$ cat src/hdl/multichannel_scalar_kalman_assert.svh
// Assertion helpers for the multichannel scalar Kalman filter.
// Both sample on the rising edge of clock and hold off while reset is high.
`ifndef MULTICHANNEL_SCALAR_KALMAN_ASSERT_SVH
`define MULTICHANNEL_SCALAR_KALMAN_ASSERT_SVH

// Check a property that holds on every clock edge.
`define MSK_ASSERT(name, prop, msg) \
   name: assert property (@(posedge clock) disable iff (reset) prop) else $error(msg);

// Check that a condition leads to a property on the next clock edge.
`define MSK_ASSERT_NEXT(name, cond, prop, msg) \
   name: assert property (@(posedge clock) disable iff (reset) cond |=> prop) else $error(msg);

`endif

$ cat src/hdl/msk_pkg.sv
package msk_pkg;

   localparam int WORD_W           = 24;
   localparam int CHANNEL_W        = 4;
   localparam int SAMPLE_W         = 8;
   localparam int FILT_W           = 8;
   localparam int CSR_IDX_W        = 1;
   localparam int NUM_CHANNELS_DEF = 10;
   localparam int FRAC_BITS_DEF    = 16;

   localparam logic [WORD_W-1:0] WORD_MAX          = '1;
   localparam logic [WORD_W-1:0] PROCESS_NOISE_RST = 24'd65536;
   localparam logic [WORD_W-1:0] MEASURE_NOISE_RST = 24'd98304;

   localparam logic [CSR_IDX_W-1:0] CSR_PROCESS_NOISE = 1'd0;
   localparam logic [CSR_IDX_W-1:0] CSR_MEASURE_NOISE = 1'd1;

   typedef struct packed {
      logic [WORD_W-1:0] estimate;
      logic [WORD_W-1:0] variance;
   } msk_entry_type;

   typedef struct packed {
      logic busy;
      logic done;
   } msk_div_status_type;

endpackage

$ cat src/hdl/multichannel_scalar_kalman.sv
// Multichannel scalar Kalman filter. Each transaction brings a channel number and an 8-bit
// sample; the block updates that channel's estimate and error variance (unsigned fixed point,
// FRAC_BITS fraction bits in 24-bit words) and returns the integer part of the new estimate,
// saturated to 255. A channel at or above NUM_CHANNELS returns channel_error with filtered 0
// and changes no state. A transaction passes through prediction, the restoring gain divider,
// which makes one quotient bit per cycle, and three passes through the shared multiplier.
// When the gain denominator is zero the divider finishes at once; a bad channel goes straight
// to the result. req_ready is high only while no transaction is in progress. A finished
// result waits in the output register without holding off the next request, but the next
// transaction cannot finish until that result has been taken.
// Estimates and variances read as zero after reset; no clearing pass is needed.
`include "multichannel_scalar_kalman_assert.svh"

module multichannel_scalar_kalman
   import msk_pkg::*;
#(
   parameter int NUM_CHANNELS = NUM_CHANNELS_DEF,
   parameter int FRAC_BITS    = FRAC_BITS_DEF
) (
   input  logic                  clock,
   input  logic                  reset,
   input  logic                  req_valid,
   output logic                  req_ready,
   input  logic [CHANNEL_W-1:0]  req_channel,
   input  logic [SAMPLE_W-1:0]   req_sample,
   output logic                  rsp_valid,
   input  logic                  rsp_ready,
   output logic [FILT_W-1:0]     rsp_filtered,
   output logic                  rsp_channel_error,
   input  logic                  csr_we,
   input  logic [CSR_IDX_W-1:0]  csr_index,
   input  logic [WORD_W-1:0]     csr_wdata
);

   localparam int CH_W   = (NUM_CHANNELS > 1) ? $clog2(NUM_CHANNELS) : 1;
   localparam int GAIN_W = FRAC_BITS + 1;
   localparam int PROD_W = GAIN_W + WORD_W;
   localparam int ACC_W  = PROD_W + 1;
   localparam logic [GAIN_W-1:0] ONE_GAIN = GAIN_W'(1) << FRAC_BITS;

   typedef enum logic [7:0] {
      S_IDLE  = 8'b0000_0001,
      S_PRED  = 8'b0000_0010,
      S_GAIN  = 8'b0000_0100,
      S_DIV   = 8'b0000_1000,
      S_MUL_X = 8'b0001_0000,
      S_MUL_S = 8'b0010_0000,
      S_MUL_P = 8'b0100_0000,
      S_DONE  = 8'b1000_0000
   } state_type;

   state_type           state_ff, state_in;

   logic [WORD_W-1:0]   q_noise_ff, q_noise_in;
   logic [WORD_W-1:0]   r_noise_ff, r_noise_in;

   logic [CH_W-1:0]     chan_ff, chan_in;
   logic                chan_err_ff, chan_err_in;
   logic [SAMPLE_W-1:0] sample_ff, sample_in;
   logic [WORD_W-1:0]   pm_ff, pm_in;
   logic [PROD_W-1:0]   prod_ff, prod_in;
   logic [ACC_W-1:0]    acc_ff, acc_in;

   logic                rsp_valid_ff, rsp_valid_in;
   logic [FILT_W-1:0]   rsp_filtered_ff, rsp_filtered_in;
   logic                rsp_channel_error_ff, rsp_channel_error_in;

   logic                accept;
   logic                bad_channel;
   logic                out_free;

   msk_entry_type       rd_entry;
   msk_entry_type       wr_entry;
   logic                wr_en;

   logic                div_start;
   logic [WORD_W:0]     den;
   logic [GAIN_W-1:0]   div_quot;
   msk_div_status_type  div_status;

   logic [WORD_W:0]     p_sum;
   logic [GAIN_W-1:0]   one_minus_k;
   logic [GAIN_W-1:0]   mul_a;
   logic [WORD_W-1:0]   mul_b;
   logic [PROD_W-1:0]   mul_out;
   logic [31:0]         s_wide;
   logic [WORD_W-1:0]   s_word;
   logic [ACC_W-1:0]    xn_wide;
   logic [PROD_W-1:0]   pn_wide;
   logic [WORD_W-1:0]   est_new;
   logic [WORD_W-1:0]   var_new;
   logic [WORD_W-1:0]   est_int;

   assign req_ready   = (state_ff == S_IDLE);
   assign accept      = req_valid && req_ready;
   assign bad_channel = 7'(req_channel) >= 7'(NUM_CHANNELS);
   assign out_free    = !rsp_valid_ff || rsp_ready;

   always_comb begin
      q_noise_in = q_noise_ff;
      r_noise_in = r_noise_ff;
      if (csr_we) begin
         unique case (csr_index)
            CSR_PROCESS_NOISE: q_noise_in = csr_wdata;
            CSR_MEASURE_NOISE: r_noise_in = csr_wdata;
            default: ;
         endcase
      end
   end

   msk_store #(
      .NUM_CHANNELS (NUM_CHANNELS),
      .CH_W         (CH_W)
   ) u_store (
      .clock   (clock),
      .reset   (reset),
      .rd_en   (accept && !bad_channel),
      .rd_addr (CH_W'(req_channel)),
      .rd_data (rd_entry),
      .wr_en   (wr_en),
      .wr_addr (chan_ff),
      .wr_data (wr_entry)
   );

   msk_div #(
      .FRAC_BITS (FRAC_BITS)
   ) u_div (
      .clock  (clock),
      .reset  (reset),
      .start  (div_start),
      .numer  (pm_ff),
      .denom  (den),
      .quot   (div_quot),
      .status (div_status)
   );

   always_comb begin
      p_sum       = {1'b0, rd_entry.variance} + {1'b0, q_noise_ff};
      den         = {1'b0, pm_ff} + {1'b0, r_noise_ff};
      one_minus_k = ONE_GAIN - div_quot;
      s_wide      = 32'(sample_ff) << FRAC_BITS;
      s_word      = (s_wide > 32'(WORD_MAX)) ? WORD_MAX : s_wide[WORD_W-1:0];
      xn_wide     = acc_ff >> FRAC_BITS;
      pn_wide     = prod_ff >> FRAC_BITS;
      est_new     = (xn_wide > ACC_W'(WORD_MAX)) ? WORD_MAX : xn_wide[WORD_W-1:0];
      var_new     = (pn_wide > PROD_W'(WORD_MAX)) ? WORD_MAX : pn_wide[WORD_W-1:0];
      est_int     = est_new >> FRAC_BITS;
      wr_entry.estimate = est_new;
      wr_entry.variance = var_new;

      mul_a = one_minus_k;
      mul_b = rd_entry.estimate;
      if (state_ff == S_MUL_S) begin
         mul_a = div_quot;
         mul_b = s_word;
      end else if (state_ff == S_MUL_P) begin
         mul_b = pm_ff;
      end
      mul_out = mul_a * mul_b;
   end

   always_comb begin
      state_in             = state_ff;
      chan_in              = chan_ff;
      chan_err_in          = chan_err_ff;
      sample_in            = sample_ff;
      pm_in                = pm_ff;
      prod_in              = prod_ff;
      acc_in               = acc_ff;
      div_start            = 1'b0;
      wr_en                = 1'b0;
      rsp_valid_in         = rsp_valid_ff && !rsp_ready;
      rsp_filtered_in      = rsp_filtered_ff;
      rsp_channel_error_in = rsp_channel_error_ff;

      unique case (state_ff)
         S_IDLE: begin
            if (accept) begin
               chan_in     = CH_W'(req_channel);
               chan_err_in = bad_channel;
               sample_in   = req_sample;
               state_in    = bad_channel ? S_DONE : S_PRED;
            end
         end
         S_PRED: begin
            pm_in    = p_sum[WORD_W] ? WORD_MAX : p_sum[WORD_W-1:0];
            state_in = S_GAIN;
         end
         S_GAIN: begin
            div_start = 1'b1;
            state_in  = S_DIV;
         end
         S_DIV: begin
            if (div_status.done) begin
               state_in = S_MUL_X;
            end
         end
         S_MUL_X: begin
            prod_in  = mul_out;
            state_in = S_MUL_S;
         end
         S_MUL_S: begin
            acc_in   = ACC_W'(prod_ff);
            prod_in  = mul_out;
            state_in = S_MUL_P;
         end
         S_MUL_P: begin
            acc_in   = acc_ff + ACC_W'(prod_ff);
            prod_in  = mul_out;
            state_in = S_DONE;
         end
         S_DONE: begin
            if (out_free) begin
               wr_en                = !chan_err_ff;
               rsp_valid_in         = 1'b1;
               rsp_channel_error_in = chan_err_ff;
               if (chan_err_ff) begin
                  rsp_filtered_in = '0;
               end else begin
                  rsp_filtered_in = (est_int > WORD_W'(255)) ? FILT_W'(255)
                                                              : est_int[FILT_W-1:0];
               end
               state_in = S_IDLE;
            end
         end
         default: state_in = S_IDLE;
      endcase
   end

   always_ff @(posedge clock) begin
      if (reset) begin
         state_ff     <= S_IDLE;
         rsp_valid_ff <= 1'b0;
         q_noise_ff   <= PROCESS_NOISE_RST;
         r_noise_ff   <= MEASURE_NOISE_RST;
      end else begin
         state_ff     <= state_in;
         rsp_valid_ff <= rsp_valid_in;
         q_noise_ff   <= q_noise_in;
         r_noise_ff   <= r_noise_in;
      end
   end

   always_ff @(posedge clock) begin
      chan_ff              <= chan_in;
      chan_err_ff          <= chan_err_in;
      sample_ff            <= sample_in;
      pm_ff                <= pm_in;
      prod_ff              <= prod_in;
      acc_ff               <= acc_in;
      rsp_filtered_ff      <= rsp_filtered_in;
      rsp_channel_error_ff <= rsp_channel_error_in;
   end

   assign rsp_valid         = rsp_valid_ff;
   assign rsp_filtered      = rsp_filtered_ff;
   assign rsp_channel_error = rsp_channel_error_ff;

   `MSK_ASSERT(a_gain_range, (state_ff == S_DIV && div_status.done) |-> (div_quot <= ONE_GAIN), "gain above one")
   `MSK_ASSERT(a_err_zero, (rsp_valid_ff && rsp_channel_error_ff) |-> (rsp_filtered_ff == '0), "error result carries data")
   `MSK_ASSERT_NEXT(a_accept_busy, (req_valid && req_ready), !req_ready, "ready after accept")
   `MSK_ASSERT(a_rsp_from_done, $rose(rsp_valid_ff) |-> ($past(state_ff) == S_DONE), "result outside done")

endmodule

$ cat src/hdl/msk_store.sv
module msk_store
   import msk_pkg::*;
#(
   parameter int NUM_CHANNELS = NUM_CHANNELS_DEF,
   parameter int CH_W         = 4
) (
   input  logic                clock,
   input  logic                reset,
   input  logic                rd_en,
   input  logic [CH_W-1:0]     rd_addr,
   output msk_entry_type       rd_data,
   input  logic                wr_en,
   input  logic [CH_W-1:0]     wr_addr,
   input  msk_entry_type       wr_data
);

   msk_entry_type               mem [NUM_CHANNELS];
   logic [NUM_CHANNELS-1:0]     valid_ff;
   logic [NUM_CHANNELS-1:0]     valid_in;
   msk_entry_type               rd_data_ff;
   logic                        rd_valid_ff;

   always_comb begin
      valid_in = valid_ff;
      if (wr_en) begin
         valid_in[wr_addr] = 1'b1;
      end
   end

   always_ff @(posedge clock) begin
      if (reset) begin
         valid_ff <= '0;
      end else begin
         valid_ff <= valid_in;
      end
   end

   always_ff @(posedge clock) begin
      if (wr_en) begin
         mem[wr_addr] <= wr_data;
      end
   end

   always_ff @(posedge clock) begin
      if (rd_en) begin
         rd_data_ff  <= mem[rd_addr];
         rd_valid_ff <= valid_ff[rd_addr];
      end
   end

   assign rd_data = rd_valid_ff ? rd_data_ff : '0;

endmodule

$ cat src/hdl/msk_div.sv
module msk_div
   import msk_pkg::*;
#(
   parameter int FRAC_BITS = FRAC_BITS_DEF
) (
   input  logic                   clock,
   input  logic                   reset,
   input  logic                   start,
   input  logic [WORD_W-1:0]      numer,
   input  logic [WORD_W:0]        denom,
   output logic [FRAC_BITS:0]     quot,
   output msk_div_status_type     status
);

   localparam int QW    = FRAC_BITS + 1;
   localparam int CNT_W = $clog2(FRAC_BITS + 1);

   logic               busy_ff, busy_in;
   logic               done_ff, done_in;
   logic [CNT_W-1:0]   cnt_ff, cnt_in;
   logic [WORD_W:0]    rem_ff, rem_in;
   logic [WORD_W:0]    den_ff, den_in;
   logic [QW-1:0]      quot_ff, quot_in;

   logic [WORD_W+1:0]  trial;
   logic               trial_ge;
   logic [WORD_W:0]    numer_ext;
   logic               first_ge;

   always_comb begin
      numer_ext = {1'b0, numer};
      first_ge  = numer_ext >= denom;
      trial     = {rem_ff, 1'b0};
      trial_ge  = trial >= {1'b0, den_ff};

      busy_in = busy_ff;
      done_in = 1'b0;
      cnt_in  = cnt_ff;
      rem_in  = rem_ff;
      den_in  = den_ff;
      quot_in = quot_ff;

      if (start) begin
         den_in = denom;
         if (denom == '0) begin
            quot_in = '0;
            busy_in = 1'b0;
            done_in = 1'b1;
         end else begin
            quot_in = QW'(first_ge);
            rem_in  = first_ge ? (numer_ext - denom) : numer_ext;
            cnt_in  = CNT_W'(FRAC_BITS);
            busy_in = 1'b1;
         end
      end else if (busy_ff) begin
         quot_in = {quot_ff[QW-2:0], trial_ge};
         rem_in  = trial_ge ? (WORD_W+1)'(trial - {1'b0, den_ff}) : trial[WORD_W:0];
         cnt_in  = cnt_ff - CNT_W'(1);
         if (cnt_ff == CNT_W'(1)) begin
            busy_in = 1'b0;
            done_in = 1'b1;
         end
      end
   end

   always_ff @(posedge clock) begin
      if (reset) begin
         busy_ff <= 1'b0;
         done_ff <= 1'b0;
         cnt_ff  <= '0;
      end else begin
         busy_ff <= busy_in;
         done_ff <= done_in;
         cnt_ff  <= cnt_in;
      end
   end

   always_ff @(posedge clock) begin
      rem_ff  <= rem_in;
      den_ff  <= den_in;
      quot_ff <= quot_in;
   end

   assign quot        = quot_ff;
   assign status.busy = busy_ff;
   assign status.done = done_ff;

endmodule
$ cat config.mk
export PLATFORM = sky130hd
export DESIGN_NAME = multichannel_scalar_kalman
export DESIGN_NICKNAME = d
export VERILOG_FILES = /design/src/hdl/msk_pkg.sv /design/src/hdl/multichannel_scalar_kalman.sv /design/src/hdl/msk_store.sv /design/src/hdl/msk_div.sv
export VERILOG_INCLUDE_DIRS = /design/src /design/src/hdl
export SDC_FILE = /design/constraint.sdc
export NUM_CORES = 2
export LEC_CHECK = 0
export BUFFER_PORTS_ARGS = -buffer_cell sky130_fd_sc_hd__clkbuf_2
export CORE_MARGIN = 2
export CORE_UTILIZATION = 40
export DETAILED_ROUTE_END_ITERATION = 8
export SLEW_MARGIN = 40
export SYNTH_ARGS = -nofsm -noshare
export SYNTH_HDL_FRONTEND = slang
export SYNTH_SLANG_ARGS = --single-unit
$ cat constraint.sdc
create_clock -name clock -period 7.65 [get_ports clock]
set_clock_uncertainty 0.2 [all_clocks]
set_input_delay 0.765 -clock clock [delete_from_list [all_inputs] [get_ports clock]]
set_output_delay 0.765 -clock clock [all_outputs]
set_load 0.01 [all_outputs]
Word-level counts from Yosys, hierarchy flattened
Memory sizes are Yosys's and may differ from the RTL's. A register that Yosys moved wholly into a read port is not among the register bits. Index checks and enable logic that the tools add are counted.

Register bits: 271. RAM bits: 480. Output and inout port bits: 11. Memories: 1.

Memories: u_store.mem (words 10, width 48, rd ports 1, clocked after memory_dff 1, wr ports 1, RTL line msk_store.sv:17) `msk_entry_type mem [NUM_CHANNELS];`.

Add/subtract/negate cells: 7. $mul: 1. $lt $le $gt $ge: 10. Eq/ne operators: 13. Muxes and demuxes: 44. Bitwise operators: 2. Reductions and logical operators: 19.

Operator list (count): two-way mux 25 bit (5); two-way mux 24 bit (5); one-hot mux 42 bit (2 select lines) (1); one-hot mux 8 bit (8 select lines) (1); two-way mux 17 bit (3); adder 24 x 24 -> 25 bit (2); two-way mux 48 bit (1); adder 42 x 41 -> 42 bit (1); multiplier 17 x 24 -> 41 bit (1); two-way mux 8 bit (5); >= comparator 26 x 25 -> 1 bit (1); > comparator 26 x 24 -> 1 bit (second input constant) (1); >= comparator 24 x 25 -> 1 bit (1); > comparator 25 x 24 -> 1 bit (second input constant) (1); zero test 25 bit (1); subtractor 24 x 25 -> 25 bit (1); subtractor 25 bit (1); > comparator 24 bit (second input constant) (1); two-way mux 1 bit (18); subtractor 17 bit (first input constant) (1); two-way mux 5 bit (3); < comparator 4 x 5 -> 1 bit (second input constant) (2); bitwise OR 10 bit (1); AND reduction 2 bit (5); other kinds (24) (33).

Longest topological paths before layout
Word-level depth: 6. Gate-level depth with buffers: 35. Gate-level depth less buffers: 30.

Hierarchy
Synthesis repeated with hierarchy kept, for this count alone.

Cell total of the unflattened synthesis: 4798. Area, all modules: 53161.0 um2.

By module, submodules not included: multichannel_scalar_kalman (times used 1, cells an instance 2981, area each 25729.7 um2, seq. area each 5014.8 um2); msk_store (times used 1, cells an instance 1141, area each 21237.9 um2, seq. area each 16085.4 um2); msk_div (times used 1, cells an instance 676, area each 6193.4 um2, seq. area each 2152.1 um2).

Least setup slack after synthesis
OpenSTA, ideal clock, no wires.

Kind: reg2reg. From: register state_ff[7]. To: register prod_ff[39], data pin. Setup time: 257 ps. Data arrival time: 7707 ps. Required time: 7193 ps. Slack: -515 ps. Cell stages (with the launch flop): 33. Buffers on the path: 5. Period minus slack after synthesis: 8165 ps. Path through: dfxtp_1 -> nor4_1 -> nand2b_1 -> buf_2 -> or4b_1 -> clkbuf_1 -> and3_1 -> clkbuf_1 -> buf_2 -> buf_2 -> a22oi_2 -> nor2_1 -> fa_1 -> inv_1 -> fa_1 -> inv_1 -> ha_1 -> inv_1 -> fa_1 -> inv_1 -> fa_1 -> fa_1 -> ha_1 -> a211oi_1 -> nor2_1 -> a211oi_1 -> o211a_1 -> o221ai_2 -> nor4_1 -> nor3_1 -> a41o_1 -> o41a_1 -> xor2_1.

Longest elaborated chain between the ends: 4. Elaborated cells on any way between the ends: 6. Those cells by class: 1 x mul; 2 x eq/ne; 3 x mux.

RTL lines: from (decl) (RTL line multichannel_scalar_kalman.sv:52) `state_type state_ff, state_in;`; from (signal assigned) (RTL line multichannel_scalar_kalman.sv:237) `state_ff <= state_in;`; equality test 8 x 7 -> 1 bit (RTL line multichannel_scalar_kalman.sv:156) `end else if (state_ff == S_MUL_P) begin`; two-way mux 24 bit (RTL line multichannel_scalar_kalman.sv:156); two-way mux 24 bit (RTL line multichannel_scalar_kalman.sv:153) `if (state_ff == S_MUL_S) begin`; multiplier 17 x 24 -> 41 bit (*) (RTL line multichannel_scalar_kalman.sv:159) `mul_out = mul_a * mul_b;`; via mul_out[39] (RTL line multichannel_scalar_kalman.sv:85) `logic [PROD_W-1:0] mul_out;`; to (signal assigned) (RTL line multichannel_scalar_kalman.sv:249) `prod_ff <= prod_in;`; to (decl) (RTL line multichannel_scalar_kalman.sv:61) `logic [PROD_W-1:0] prod_ff, prod_in;`.

Mark *: on every way through the listed nets, which the timed path passes. The rest lies on a longest branch. A chain may end at the register's enable or synchronous reset.

Worst setup path in the final report
From: register state_ff[0]. To: register prod_ff[39], data pin.

Same word-level chain as after synthesis.

==> impl_metrics.ini <==
[synthesis]
ys_seq_area_share_pct = 45.5
yosysTopAreaCell = edfxtp_1
yosysUniqueCellTypes = 85
synthFlopType = edfxtp_1
synthCells = 4475
ys_ff_latch = 799
yosys_warnings = 0
syn_nets = 5107
synthTopCellsByCount = 725 x edfxtp_1, 545 x nand2_1, 531 x inv_1
avgSynthCellArea_um2 = 11.4
synth_edf_count = 725
synth_top_area_share_pct = 42.6
syn_area_mm2 = 0.0511
synthArstFlopShare_pct = 0
synthTopCellsByArea = edfxtp_1 43%, fa_1 13%, ha_1 6.3%
synth_most_common_cell = edfxtp_1

[cells_and_area]
areaGrowthSynthToFinish_pct = 18.6
final_cells = 6593
nNetsFinal = 5484
drive_gt1_share_pct = 19.5
nFillCells = 11400

[grt]
track_usage_pct = 22.1
grt_pass1_wl_um = 219000
antenna_found_initial = 2
grt_max_degree = 95
grt_pass1_vias = 35500
gr-total-overflow = 0

[setup_path]
path_class = register to register
slowest_stage = fa_1
end_kind = register
critical-path-max-stage-delay_ps = 560
cp_data_arrival_time_ps = 8330
reg2reg_setup_slack_ps = -470
crit_required_ps = 7860
crit_path_start_kind = register
crit_top_cell = fa_1
path_max_fanout = 6

[detailed_routing]
drc = 0
drtPass1Iterations = 5
initialDrtViolationCount = 2792
drt-total-wl_um = 145000
wl_per_cell_um = 22.0
vias = 35600
ant_nets = 0
viasPerCell = 5.39

[clock_tree]
clk_pin_slew_ps = 60
clk_path_buf_depth = 3
hold_buffers = 0
htree_levels = 3
cts_tree = done
cts_buffers = 87
clock-sinks = 799
clk_latency_ps = 690
clockRootBuffer = clkbuf_16

[floorplan]
start_util_pct = 40.2
design.die.area_mm2 = 0.131
die_x_um = 361
io_pins = 53
core_area_mm2 = 0.127
die_h_um = 361
num_rows = 131

[timing]
min_period_ps = 8120
period_share_pct = 106
drv_slew = 0
timing.final.ws_setup_ps = -474
worst_slew_pin_slew_ps = 855
hold_slack_ps = 58.8
fmaxAchievable_mhz = 123
slew_headroom_pct = 43.0
report.final.hold_viol_count = 0
setup_viol = 16
rsz0062_at_grt = true

[placement]
dp_cells = 6352
dpl.hpwl_um = 105000
place.port_buffers = 52
gp_congestion = 0.952

[power]
ir_drop_uv = 299
p_per_area_mw_per_mm2 = 236
p_leak_nw = 24.3

[outcome]
status = finished with violations
violations = setup timing

[job]
drv_cap = 0

[hold_path]
holdCritPathClass = primary input to register
[per-layer routing]
layer,global-route usage [%],part of all wire (%),vias up
met3,2.45,5.8,220
met4,8.30,4.0,0
met1,31.0,44,17900
met2,35.4,46,1116
met5,0,0,-
li1,-,-,16400
[worst max-delay path: cells and delay by family, from the launching register on]
family | cells | cell delay, ps
AOI/OAI and AO/OA | 7 | 1530
xor gates and xnor gates | 1 | 150
adders and majority gates | 7 | 3400
buffers and inverters | 11 | 1140
DFF | 1 | 350
and+or+nand+nor | 7 | 1050
[through the flow]
stage	cell area, µm²	setup slack (ps)	total power [mW]	TNS [ps]	util (%)
CTS	59700	-375	13.7	-2800	46.9
floorplan	51400	-261	7.53	-318	-
finish	60600	-474	14.3	-3630	47.6
global route	60600	-755	15.1	-9020	47.6
global placement	55900	-695	9.21	-7760	44.0
detailed placement	56100	-675	9.16	-7160	44.1
[what timing repair did]
item	4_1_cts	5_1_grt
endpoints found under the setup margin	22	24
resized for setup	62	157
cloned	4	3
buffers inserted	38	34
pin swaps	39	49
[flip-flops by register name, summed over array words and instances (netlist names)]
signal               cells
u_store.mem            480
u_store.rd_data_ff      48
acc_ff                  42
prod_ff                 41
u_div.den_ff            25
u_div.rem_ff            25
pm_ff                   24
q_noise_ff              24
r_noise_ff              24
u_div.quot              17
u_store.valid_ff        10
rsp_filtered             8
sample_ff                8
state_ff                 8
u_div.cnt_ff             5
chan_ff                  4
chan_err_ff              1
rsp_channel_error        1
rsp_valid                1
u_div.busy_ff            1
u_div.done_ff            1
u_store.rd_valid_ff      1
[logic make-up (layout without fill, tap and decap cells)]
group                    after synthesis  in the layout  synth area share [%]
flip-flops                           799            799                  45.5
AO/OA/AOI/OAI                        756            756                  9.63
other                                  0              5                     0
multiplexers                         183            183                  5.99
buffers and inverters                719           1170                  5.33
adder cells (fa/ha/maj)              590            590                  19.3
XOR/XNOR                             160            160                  2.74
AND/OR/NAND/NOR                     1268           1268                  11.5
[layout make-up]
type                            instances  area, µm²  area share, %
Tap cell                             1662       2080           3.43
Timing Repair Buffer                  476       4120           6.80
Multi-Input combinational cell       2957      26300           43.3
Sequential cell                       799      23300           38.4
Clock buffer                          103       2280           3.76
Clock inverter                         60        598          0.987
Inverter                              531       1990           3.29
Antenna cell                            5       12.5         0.0206
[cells in the final DEF, fill, tap and decap left out, drive strengths merged, types with 100 or more instances in the layout]
master  count
ha        256
a21oi     252
clkbuf    155
nand2     545
o21ai     132
inv       536
fa        334
xnor2     100
nor2      280
buf       422
edfxtp    725
[path summary, 6_finish.rpt]
check	start	end	depth (start not counted)
worst max-delay path	state_ff[0]	prod_ff[39]	33
worst min-delay path	req_sample[2]	sample_ff[2]	1
worst max register to register	state_ff[0]	prod_ff[39]	33
worst min register to register	q_noise_ff[7]	q_noise_ff[7]	2
[power breakdown]
group	total [mW]	internal, mW	switching (mW)
registers	4.94	4.89	0.0516
logic	5.16	2.44	2.73
clock network	4.20	2.37	1.83
No activity file was read; power rests on OpenSTA's default activity.
